[config.mk]
export PLATFORM = sky130hd
export DESIGN_NAME = packed_yuv_format_converter_top
export DESIGN_NICKNAME = d
export VERILOG_FILES = /design/src/pyfc_pkg.sv /design/src/pyfc_shuffle.sv /design/src/packed_yuv_format_converter_top.sv
export VERILOG_INCLUDE_DIRS = /design/src /design/src/src
export SDC_FILE = /design/constraint.sdc
export NUM_CORES = 1
export LEC_CHECK = 0
export ABC_AREA = 1
export BUFFER_PORTS_ARGS = -buffer_cell sky130_fd_sc_hd__buf_2
export CORE_MARGIN = 3
export CORE_UTILIZATION = 37
export CTS_BUF_LIST = sky130_fd_sc_hd__clkbuf_8
export CTS_CLUSTER_DIAMETER = 40
export DETAILED_ROUTE_END_ITERATION = 10
export GPL_ROUTABILITY_DRIVEN = 1
export PLACE_DENSITY_LB_ADDON = 0.1
export RECOVER_POWER = 25
export SLEW_MARGIN = 20
export SYNTH_ARGS = -nofsm -noshare
export SYNTH_HDL_FRONTEND = slang
export SYNTH_SLANG_ARGS = --single-unit
export TNS_END_PERCENT = 20
[constraint.sdc]
create_clock -name i_clk -period 8.7 [get_ports i_clk]
set_input_delay 2.175 -clock i_clk [delete_from_list [all_inputs] [get_ports i_clk]]
set_output_delay 2.175 -clock i_clk [all_outputs]
set_load 0.01 [all_outputs]
[src/packed_yuv_format_converter_top_defines.svh]
// Assertion helpers for the packed YUV format converter
`ifndef PACKED_YUV_FORMAT_CONVERTER_TOP_DEFINES_SVH
`define PACKED_YUV_FORMAT_CONVERTER_TOP_DEFINES_SVH

// same-cycle implication, checked outside reset
`define PYFC_ASSERT_SAME(label, ante, cons, msg) \
    label: assert property (@(posedge i_clk) disable iff (!i_rst_n) (ante) |-> (cons)) \
        else $error(msg);

// implication with a fixed delay in cycles, checked outside reset
`define PYFC_ASSERT_DELAY(label, ante, dly, cons, msg) \
    label: assert property (@(posedge i_clk) disable iff (!i_rst_n) (ante) |-> ##dly (cons)) \
        else $error(msg);

`endif

[src/pyfc_pkg.sv]
// ----------------------------------------------------------------------------
// pyfc_pkg
// Types and constants shared by the packed YUV format converter.
// ----------------------------------------------------------------------------
`default_nettype none

package pyfc_pkg;

    localparam int unsigned SRC_BYTES = 12;
    localparam int unsigned DST_BYTES = 8;

    typedef logic [7:0] t_byte;
    typedef t_byte [SRC_BYTES-1:0] t_src;
    typedef t_byte [DST_BYTES-1:0] t_dst;

    localparam t_byte ALPHA_OPAQUE = 8'hFF;

    typedef enum logic [4:0] {
        MODE_YUYV_TO_444    = 5'd0,
        MODE_444_TO_YUYV    = 5'd1,
        MODE_UYVY_TO_444    = 5'd2,
        MODE_444_TO_UYVY    = 5'd3,
        MODE_YUVA_TO_444    = 5'd4,
        MODE_AYUV_TO_444    = 5'd5,
        MODE_444_TO_YUVA    = 5'd6,
        MODE_444_TO_AYUV    = 5'd7,
        MODE_YUVA_TO_YUYV   = 5'd8,
        MODE_AYUV_TO_YUYV   = 5'd9,
        MODE_444_TO_411     = 5'd10,
        MODE_444_TO_YVU411  = 5'd11,
        MODE_411_TO_YUYV    = 5'd12,
        MODE_YUYV_TO_411    = 5'd13,
        MODE_YVYU_TO_411    = 5'd14,
        MODE_UYVY_TO_411    = 5'd15,
        MODE_VYUY_TO_411    = 5'd16,
        MODE_YUYV_TO_YVU411 = 5'd17,
        MODE_YVYU_TO_YVU411 = 5'd18,
        MODE_UYVY_TO_YVU411 = 5'd19,
        MODE_VYUY_TO_YVU411 = 5'd20
    } t_mode;

    typedef struct packed {
        logic       ok;
        logic [3:0] count;
        t_dst       bytes;
    } t_result;

endpackage

`default_nettype wire

[src/pyfc_shuffle.sv]
// ----------------------------------------------------------------------------
// pyfc_shuffle
// Byte shuffle and chroma averaging for one source group.
// ----------------------------------------------------------------------------
`default_nettype none

module pyfc_shuffle (
    input  var pyfc_pkg::t_mode   i_mode,
    input  var pyfc_pkg::t_src    i_src,
    output var pyfc_pkg::t_result o_result
);

    function automatic pyfc_pkg::t_byte avg2(pyfc_pkg::t_byte a, pyfc_pkg::t_byte b);
        logic [8:0] sum;
        sum = {1'b0, a} + {1'b0, b};
        return sum[8:1];
    endfunction

    function automatic pyfc_pkg::t_byte avg4(pyfc_pkg::t_byte a, pyfc_pkg::t_byte b,
                                             pyfc_pkg::t_byte c, pyfc_pkg::t_byte d);
        logic [9:0] sum;
        sum = {2'b00, a} + {2'b00, b} + {2'b00, c} + {2'b00, d};
        return sum[9:2];
    endfunction

    function automatic pyfc_pkg::t_dst pack411(
        pyfc_pkg::t_byte y0, pyfc_pkg::t_byte y1, pyfc_pkg::t_byte y2, pyfc_pkg::t_byte y3,
        pyfc_pkg::t_byte ca0, pyfc_pkg::t_byte ca1, pyfc_pkg::t_byte cb0,
        pyfc_pkg::t_byte cb1);
        pyfc_pkg::t_dst d;
        d    = '0;
        d[0] = y0;
        d[1] = y1;
        d[2] = avg2(ca0, ca1);
        d[3] = y2;
        d[4] = y3;
        d[5] = avg2(cb0, cb1);
        return d;
    endfunction

    pyfc_pkg::t_src  s;
    pyfc_pkg::t_dst  d;
    pyfc_pkg::t_byte u4;
    pyfc_pkg::t_byte v4;
    logic [3:0]      n;
    logic            ok;

    assign s  = i_src;
    assign u4 = avg4(s[1], s[4], s[7], s[10]);
    assign v4 = avg4(s[2], s[5], s[8], s[11]);

    always_comb begin
        d  = '0;
        n  = 4'd0;
        ok = 1'b1;
        case (i_mode)
            pyfc_pkg::MODE_YUYV_TO_444: begin
                d[0] = s[0]; d[1] = s[1]; d[2] = s[3];
                d[3] = s[2]; d[4] = s[1]; d[5] = s[3]; n = 4'd6;
            end
            pyfc_pkg::MODE_444_TO_YUYV: begin
                d[0] = s[0]; d[1] = s[1]; d[2] = s[3]; d[3] = s[5]; n = 4'd4;
            end
            pyfc_pkg::MODE_UYVY_TO_444: begin
                d[0] = s[1]; d[1] = s[0]; d[2] = s[2];
                d[3] = s[3]; d[4] = s[0]; d[5] = s[2]; n = 4'd6;
            end
            pyfc_pkg::MODE_444_TO_UYVY: begin
                d[0] = s[1]; d[1] = s[0]; d[2] = s[5]; d[3] = s[3]; n = 4'd4;
            end
            pyfc_pkg::MODE_YUVA_TO_444: begin
                d[0] = s[0]; d[1] = s[1]; d[2] = s[2]; n = 4'd3;
            end
            pyfc_pkg::MODE_AYUV_TO_444: begin
                d[0] = s[1]; d[1] = s[2]; d[2] = s[3]; n = 4'd3;
            end
            pyfc_pkg::MODE_444_TO_YUVA: begin
                d[0] = s[0]; d[1] = s[1]; d[2] = s[2];
                d[3] = pyfc_pkg::ALPHA_OPAQUE; n = 4'd4;
            end
            pyfc_pkg::MODE_444_TO_AYUV: begin
                d[0] = pyfc_pkg::ALPHA_OPAQUE; d[1] = s[0];
                d[2] = s[1]; d[3] = s[2]; n = 4'd4;
            end
            pyfc_pkg::MODE_YUVA_TO_YUYV: begin
                d[0] = s[0]; d[1] = s[1]; d[2] = s[4]; d[3] = s[6]; n = 4'd4;
            end
            pyfc_pkg::MODE_AYUV_TO_YUYV: begin
                d[0] = s[1]; d[1] = s[2]; d[2] = s[5]; d[3] = s[7]; n = 4'd4;
            end
            pyfc_pkg::MODE_444_TO_411: begin
                d[0] = s[0]; d[1] = s[3]; d[2] = u4;
                d[3] = s[6]; d[4] = s[9]; d[5] = v4; n = 4'd6;
            end
            pyfc_pkg::MODE_444_TO_YVU411: begin
                d[0] = s[0]; d[1] = s[3]; d[2] = v4;
                d[3] = s[6]; d[4] = s[9]; d[5] = u4; n = 4'd6;
            end
            pyfc_pkg::MODE_411_TO_YUYV: begin
                d[0] = s[0]; d[1] = s[2]; d[2] = s[1]; d[3] = s[5];
                d[4] = s[3]; d[5] = s[2]; d[6] = s[4]; d[7] = s[5]; n = 4'd8;
            end
            pyfc_pkg::MODE_YUYV_TO_411, pyfc_pkg::MODE_YVYU_TO_YVU411: begin
                d = pack411(s[0], s[2], s[4], s[6], s[1], s[5], s[3], s[7]);
                n = 4'd6;
            end
            pyfc_pkg::MODE_YVYU_TO_411, pyfc_pkg::MODE_YUYV_TO_YVU411: begin
                d = pack411(s[0], s[2], s[4], s[6], s[3], s[7], s[1], s[5]);
                n = 4'd6;
            end
            pyfc_pkg::MODE_UYVY_TO_411, pyfc_pkg::MODE_VYUY_TO_YVU411: begin
                d = pack411(s[1], s[3], s[5], s[7], s[0], s[4], s[2], s[6]);
                n = 4'd6;
            end
            pyfc_pkg::MODE_VYUY_TO_411, pyfc_pkg::MODE_UYVY_TO_YVU411: begin
                d = pack411(s[1], s[3], s[5], s[7], s[2], s[6], s[0], s[4]);
                n = 4'd6;
            end
            default: begin
                ok = 1'b0;
            end
        endcase
    end

    assign o_result.ok    = ok;
    assign o_result.count = n;
    assign o_result.bytes = d;

endmodule

`default_nettype wire

[src/packed_yuv_format_converter_top.sv]
// The input register captures an accepted group; the converted result is registered for o_done.
// Throughput: one transaction per cycle; busy stays low, so start may be held.
// The result register is the only output stage and o_done lasts one cycle.
// A mode of 21 or above drops the transaction with no o_done.
// Synchronous active-low reset clears the valid bits and sets the mode to 0.
// ----------------------------------------------------------------------------
// packed_yuv_format_converter_top
// Converts one packed YUV pixel group per cycle between 8-bit layouts.
// ----------------------------------------------------------------------------
`default_nettype none

`include "packed_yuv_format_converter_top_defines.svh"

module packed_yuv_format_converter_top (
    input  var logic        i_clk,
    input  var logic        i_rst_n,
    input  var logic        i_cfg_we,
    input  var logic [4:0]  i_cfg_wdata,
    input  var logic        start,
    output var logic        busy,
    input  var logic [63:0] i_group_low_bytes,
    input  var logic [31:0] i_group_high_bytes,
    input  var logic        i_line_end_in,
    output var logic        o_done,
    output var logic [63:0] o_packed_out_bytes,
    output var logic [3:0]  o_valid_byte_count,
    output var logic        o_line_end_out
);

    pyfc_pkg::t_mode   r_mode;
    logic              r_in_valid;
    pyfc_pkg::t_mode   r_in_mode;
    pyfc_pkg::t_src    r_in_src;
    logic              r_in_line_end;
    logic              r_done;
    pyfc_pkg::t_dst    r_out_bytes;
    logic [3:0]        r_out_count;
    logic              r_out_line_end;
    logic              n_in_valid;
    logic              n_done;
    pyfc_pkg::t_result conv;

    assign busy       = 1'b0;
    assign n_in_valid = start & ~busy;
    assign n_done     = r_in_valid & conv.ok;

    always_ff @(posedge i_clk) begin
        if (!i_rst_n) begin
            r_mode <= pyfc_pkg::MODE_YUYV_TO_444;
        end else if (i_cfg_we) begin
            r_mode <= pyfc_pkg::t_mode'(i_cfg_wdata);
        end
    end

    always_ff @(posedge i_clk) begin
        if (!i_rst_n) begin
            r_in_valid <= 1'b0;
            r_done     <= 1'b0;
        end else begin
            r_in_valid <= n_in_valid;
            r_done     <= n_done;
        end
    end

    always_ff @(posedge i_clk) begin
        if (n_in_valid) begin
            r_in_mode     <= r_mode;
            r_in_src      <= {i_group_high_bytes, i_group_low_bytes};
            r_in_line_end <= i_line_end_in;
        end
        if (n_done) begin
            r_out_bytes    <= conv.bytes;
            r_out_count    <= conv.count;
            r_out_line_end <= r_in_line_end;
        end
    end

    pyfc_shuffle u_shuffle (
        .i_mode   (r_in_mode),
        .i_src    (r_in_src),
        .o_result (conv)
    );

    assign o_done             = r_done;
    assign o_packed_out_bytes = r_out_bytes;
    assign o_valid_byte_count = r_out_count;
    assign o_line_end_out     = r_out_line_end;

    `PYFC_ASSERT_SAME(a_count_range, o_done, (o_valid_byte_count >= 4'd3) && (o_valid_byte_count <= 4'd8), "byte count out of range")
    `PYFC_ASSERT_SAME(a_upper_zero, o_done, (o_packed_out_bytes >> {o_valid_byte_count, 3'b000}) == 64'd0, "bytes above count not zero")
    `PYFC_ASSERT_DELAY(a_latency, start && !busy && (r_mode <= pyfc_pkg::MODE_VYUY_TO_YVU411), 2, o_done, "accepted transaction produced no result")

endmodule

`default_nettype wire

======== Word level (Yosys, flattened, before mapping) ========
Index checks and enable logic that the tools add are counted.
operators by class
  $add $sub $neg .......................... 10
  multipliers ............................. 0
  divide/modulo/power cells ............... 0
  magnitude comparators ................... 0
  equal/unequal tests ..................... 20
  shift-type cells ........................ 0
  mux-type cells .......................... 5
  bitwise logic cells ..................... 1
  reduce and logical (&&, ||, !) cells .... 16
operators by type and width
  kind                  number
  $pmux W24 S15         1
  $pmux W16 S9          1
  $pmux W8 S7           1
  $add A8 B8 Y9         6
  $add A10 B8 Y10       4
  $eq A5 B4 Y1 const B  8
  $eq A5 B5 Y1 const B  5
  $reduce_or A21 Y1     1
  $eq A5 B3 Y1 const B  4
  $reduce_or A2 Y1      9
  $pmux W4 S4           1
  $reduce_or A12 Y1     1
  $reduce_or A6 Y1      2
  $eq A5 B2 Y1 const B  2
  $eq A5 B1 Y1 const B  1
  $logic_not A5 Y1      1
  $reduce_or A4 Y1      1
  $reduce_or A3 Y1      1
  $and A1 B1 Y1         1
  $mux W1               1
storage, ports and cells
  register bits after elaboration ......... 178
  bits in latches ......................... 0
  RAM bits ................................ 0
  ROM bits ................................ 0
  input port bits ......................... 106
  output and inout bits ................... 71
  word-level logic and storage cells ...... 79
  memories ................................ 0

======== Depth between registers and ports, before layout ========
  word-level depth ........................ 4
  depth in mapped cells ................... 20
  mapped depth without buffers ............ 20

======== By module ========
Synthesis repeated with hierarchy kept, for this count alone.
second synthesis, totals
  cell total of the unflattened synthesis .. 1255
  area, all modules ....................... 11009.3 µm²
by module, submodules not included
  module                           times used  cells an instance  area an instance (µm²)  sequential area each (µm²)
  pyfc_shuffle                     1           1043               5595.4                  0.0
  packed_yuv_format_converter_top  1           212                5413.9                  5275.1

======== Least setup slack after synthesis ========
OpenSTA, ideal clock, no wires.
  path type ............................... reg-to-reg
  start ................................... register r_in_src[9] (netlist bit)
  end ..................................... register r_out_bytes (netlist bit o_packed_out_bytes[21]) (data pin)
  setup time .............................. 0.260 ns
  data arrival time ....................... 3.227 ns
  data required time ...................... 8.440 ns
  path slack .............................. 5.213 ns
  stages on the path, launching flop included .. 19
  buffers on the path ..................... 0
  period minus slack after synthesis ...... 3.487 ns
  cell sequence ........................... edfxtp_1 inv_1 fa_1 o21ai_0 a21oi_1 nor2_1 nor2_1 xor2_1 fa_1 inv_1 ha_1 nand2_1 or2_2 nand3_1 nand2_1 nand2_1 nor2_1 nor2_1 nand3_1
RTL lines
  element                 RTL line                               RTL
  from (decl)             packed_yuv_format_converter_top.sv:33  pyfc_pkg::t_src r_in_src;
  from (signal assigned)  packed_yuv_format_converter_top.sv:68  r_in_src <= {i_group_high_bytes, i_group_low_bytes};
  to (signal assigned)    packed_yuv_format_converter_top.sv:72  r_out_bytes <= conv.bytes;
  to (decl)               packed_yuv_format_converter_top.sv:36  pyfc_pkg::t_dst r_out_bytes;

==> metrics list <==
- The clock passes through at most 2 buffers.
- The later pin in the worst-skew pair is clocked with a latency of 0.50 ns.
* Area growth from synthesis to layout: 15.4%
- The number of antenna violations at the first check in global routing came to 0.
* TritonCTS clock tree: yes
* DR DRC count: 0
- Largest cells by area after synthesis: sky130_fd_sc_hd__edfxtp_1, sky130_fd_sc_hd__nand2_1, sky130_fd_sc_hd__ha_1
- In this run the cell area of the synthesized design comes to 11300 µm².
- The worst setup path is launched from a flip-flop.
- Counting both buffers and inverters, the worst setup path holds a total of 2.
- Number of search-and-repair iterations in the first detailed-routing pass: 6
- Violated checks: max-capacitance violations, max-slew violations
- For this run, the number of Yosys warnings is 0.
- In this run the critical register-to-register path is launched from r_in_src[8].
- Placed Cells: 1851
* Routability congestion estimate from global placement: 1.05
- Count of non-filler cells in the finished layout: 1883
* Layout Nets: 1668
* HP Start: r_in_line_end
* Count of boundary I/O pins: 177
- In the synthesized netlist, the number of instances is 1293.
- Peak supply drop: 0.0000927 V
- Unique masters post-synth: 44
* Post-CTS setup buffer count: 0
- The wire-length estimate of the detail-placed layout is 34200 µm.
- Setup violations remaining at the end of the flow were counted as 0.
- Static leakage power: 6.13 nW
- Detailed-route wire length: 43700 µm
- Highest net fanout along the worst path: 5
- Combinational family with the most area after synthesis: simple AND/OR/NAND/NOR gates
* IO buf count: 175
- Fraction of layout instances using a drive strength above 1: 15.8%
* Delay of the slowest cell on the worst path: 0.50 ns
* Via count of the first global-routing pass: 9937
* Final Skew: 0.0272 ns
- The kind of cell with the highest combined delay along the critical path is adder cells.
- The first global-routing pass estimated 64500 µm of wire.
- Cell types with the highest counts after synthesis: sky130_fd_sc_hd__nand2_1, sky130_fd_sc_hd__inv_1, sky130_fd_sc_hd__edfxtp_1
- For the worst setup path, the data required time is 8.93 ns.
- The number of endpoints with negative hold slack in the final report is 0.
* Detailed-route wire length per cell: 23.2 µm
- Sinks on Clock Net: 178
* Arrival time of the worst setup path: 4.56 ns
* Mean Syn Cell Area: 8.72 µm²
* Async SR Flop Fraction: 0%
* Tmin final: 4.33 ns
* Slowest cell on crit path: sky130_fd_sc_hd__fa_1
- Type of destination of the critical path: flip-flop
- Dividing total power by cell area gives a power density of 202 nW/µm².
- Number of nets in the synthesized netlist: 1481
* Max-capacitance violation count: 1
- Summed over all layers, the global routing overflow is 0.
* Routed vias: 10.2k
- Antenna violation net count after detailed routing: 0
- Layout fillers: 3034
- Final sum of negative setup slack: 0 ns
* Cell chain of the critical path: ha_1, inv_1, fa_1, o21ai_0, a21oi_1, nor2_1, nor2_1, xor2_1, fa_1, inv_1, ha_1, nand2_1, or2_2, nand3_1, nand2_1, nand2_1, nor2_1, nor2_1, nand3_1
- For the pin with the worst max-slew slack, the measured transition is 1.98 ns.
- RSZ-0062 raised after global routing: false
* Y dimension of the die: 181 µm
- Sequential elements use 46.8% of the synthesized area.
- Area of the core: 29900 µm²
* GRT Util Overall: 26.7%
* Pin count of the biggest net entering global routing: 71
* Clock slew at the register clock pins of the worst setup and hold paths: 0.11 ns
- EDFF count, synth: 171
- In this run the number of H-tree levels came out at 4.
- Based on the critical path, the design can be clocked at up to 231 MHz.
* Cell with the most instances after synthesis: sky130_fd_sc_hd__nand2_1
* Type of the tightest min-delay check: reg -> reg
- For this configuration, the core starts out at a cell density of 37.8%.
* Library cell with the largest summed area after synthesis: sky130_fd_sc_hd__edfxtp_1
- Share of synthesized cell area in full adder, half adder and majority cells: 10.6%
- Cell seen most often among critical-path stages: sky130_fd_sc_hd__nor2_1
- The die is 181 µm wide.
- The critical path starts at r_in_src[8].
- Simple-gate share of the synthesized area: 22.8%
* Number of hold buffers added after CTS: 0
- Area taken by multi-input logic gates: 5180 µm²
* Max-Slew Margin vs Limit: -32.1%
- Flip-flop and latch count after synthesis: 178
- Diode count: 0
- Final period util: 49.7%
- Summing all flip-flop and latch instances after layout gives 5280 µm².
- The cell sitting at the root of the clock tree is a sky130_fd_sc_hd__clkbuf_8.
- In the synthesized netlist, mux cells make up 0% of the area.
- After detailed routing, the number of vias per cell comes to 5.40.
- Of the total synthesized cell area, the portion taken by XOR and XNOR cells is 2.02%.
* Die footprint: 32600 µm²
- Cells fill 43.6% of the core in the end.
- In this run the biggest area consumer among cell types represents 45.5% of the synthesized area.
- Status: finished with violations
- Most instantiated flip-flop cell in the synthesis netlist: sky130_fd_sc_hd__edfxtp_1
* Number of slew-limit violations in the final report: 36
- Compound-cell area share of the yosys netlist: 10.5%
- Total number of placement rows: 63
- The worst setup path is of the reg -> reg kind.
- The number of clock buffers added by TritonCTS is 17.
- Number of gates resized after cts: 0
* DRC violation total after the first TritonRoute iteration: 1113
[cells by family (layout without fill, tap and decap cells)]
group                      Yosys count  count (layout)
xor gates and xnor gates            26              26
adders and majority gates           82              82
and+or+nand+nor                    599             599
DFF                                178             178
other                                1               1
buffers and inverters              212             412
AOI/OAI and AO/OA                  195             195
[state kept, by name, summed over array words and instances, names as in the netlist]
register            cells
o_done                  1
o_line_end_out          1
o_packed_out_bytes     64
o_valid_byte_count      4
r_in_line_end           1
r_in_mode               5
r_in_src               96
r_in_valid              1
r_mode                  5
[through the flow]
| step | worst slack [ns] | area, µm² | hold WS, ns | power [W] |
|---|---|---|---|---|
| 6_report | 4.37 | 13000 | 0.434 | 0.00263 |
| 4_1_cts | 4.48 | 13000 | 0.432 | 0.00263 |
| 3_3_place_gp | 4.56 | 12600 | 0.404 | 0.00204 |
| 2_1_floorplan | 5.21 | 11300 | 0.400 | 0.00169 |
| 3_5_place_dp | 4.50 | 12600 | 0.407 | 0.00203 |
| 5_1_grt | 4.11 | 13000 | 0.452 | 0.00280 |
[layout make-up]
class	instances	area share, %
flip-flops and latches	178	40.5
repair buffers	185	7.22
well taps	390	3.75
inverters	195	5.62
multi-input cells	903	39.8
clock buffers	17	1.80
clock inverters	15	1.28
[per-layer routing]
metal,up-vias,GRT usage [%],wire length [µm]
li1,4760,-,-
met1,4840,37.3,19000
met2,485,40.0,19100
met3,89,6.88,3840
met4,0,10.1,1720
met5,-,0,0
[cell usage in the layout (no fill, tap or decap), types with 3 or more instances in the layout]
cell,n
sky130_fd_sc_hd__o22ai_1,14
sky130_fd_sc_hd__xor2_1,23
sky130_fd_sc_hd__inv_8,5
sky130_fd_sc_hd__a21o_1,5
sky130_fd_sc_hd__a21oi_1,79
sky130_fd_sc_hd__nor4_1,4
sky130_fd_sc_hd__inv_2,5
sky130_fd_sc_hd__clkbuf_1,7
sky130_fd_sc_hd__xnor2_1,3
sky130_fd_sc_hd__buf_4,9
sky130_fd_sc_hd__edfxtp_1,171
sky130_fd_sc_hd__inv_1,188
sky130_fd_sc_hd__or2_2,5
sky130_fd_sc_hd__buf_2,169
sky130_fd_sc_hd__nand3_1,86
sky130_fd_sc_hd__a22oi_1,18
sky130_fd_sc_hd__nor2_1,120
sky130_fd_sc_hd__o211ai_1,7
sky130_fd_sc_hd__o2111ai_1,11
sky130_fd_sc_hd__inv_6,3
sky130_fd_sc_hd__nand3b_1,11
sky130_fd_sc_hd__o21ai_0,41
sky130_fd_sc_hd__ha_1,60
sky130_fd_sc_hd__dfxtp_1,7
sky130_fd_sc_hd__clkbuf_8,17
sky130_fd_sc_hd__nor3_1,6
sky130_fd_sc_hd__nand4_1,25
sky130_fd_sc_hd__a221oi_1,4
sky130_fd_sc_hd__o221ai_1,6
sky130_fd_sc_hd__nand2_2,3
sky130_fd_sc_hd__fa_1,22
sky130_fd_sc_hd__nor2_2,3
sky130_fd_sc_hd__nand2_1,329
sky130_fd_sc_hd__o21a_1,4
[worst paths after layout]
kind,end,slack (ns),depth (start not counted)
hold reg to reg,o_line_end_out,0.43,0
setup reg to reg,o_packed_out_bytes[21],4.37,19
setup / recovery,o_packed_out_bytes[21],4.37,19
hold / removal,o_line_end_out,0.43,0
[report_power, final]
| part | switching (W) | internal [W] |
|---|---|---|
| Sequential | 0.0000854 | 0.00102 |
| Combinational | 0.000615 | 0.000314 |
| Clock | 0.000357 | 0.000241 |
Note: power is estimated with default switching activity, not from simulation.
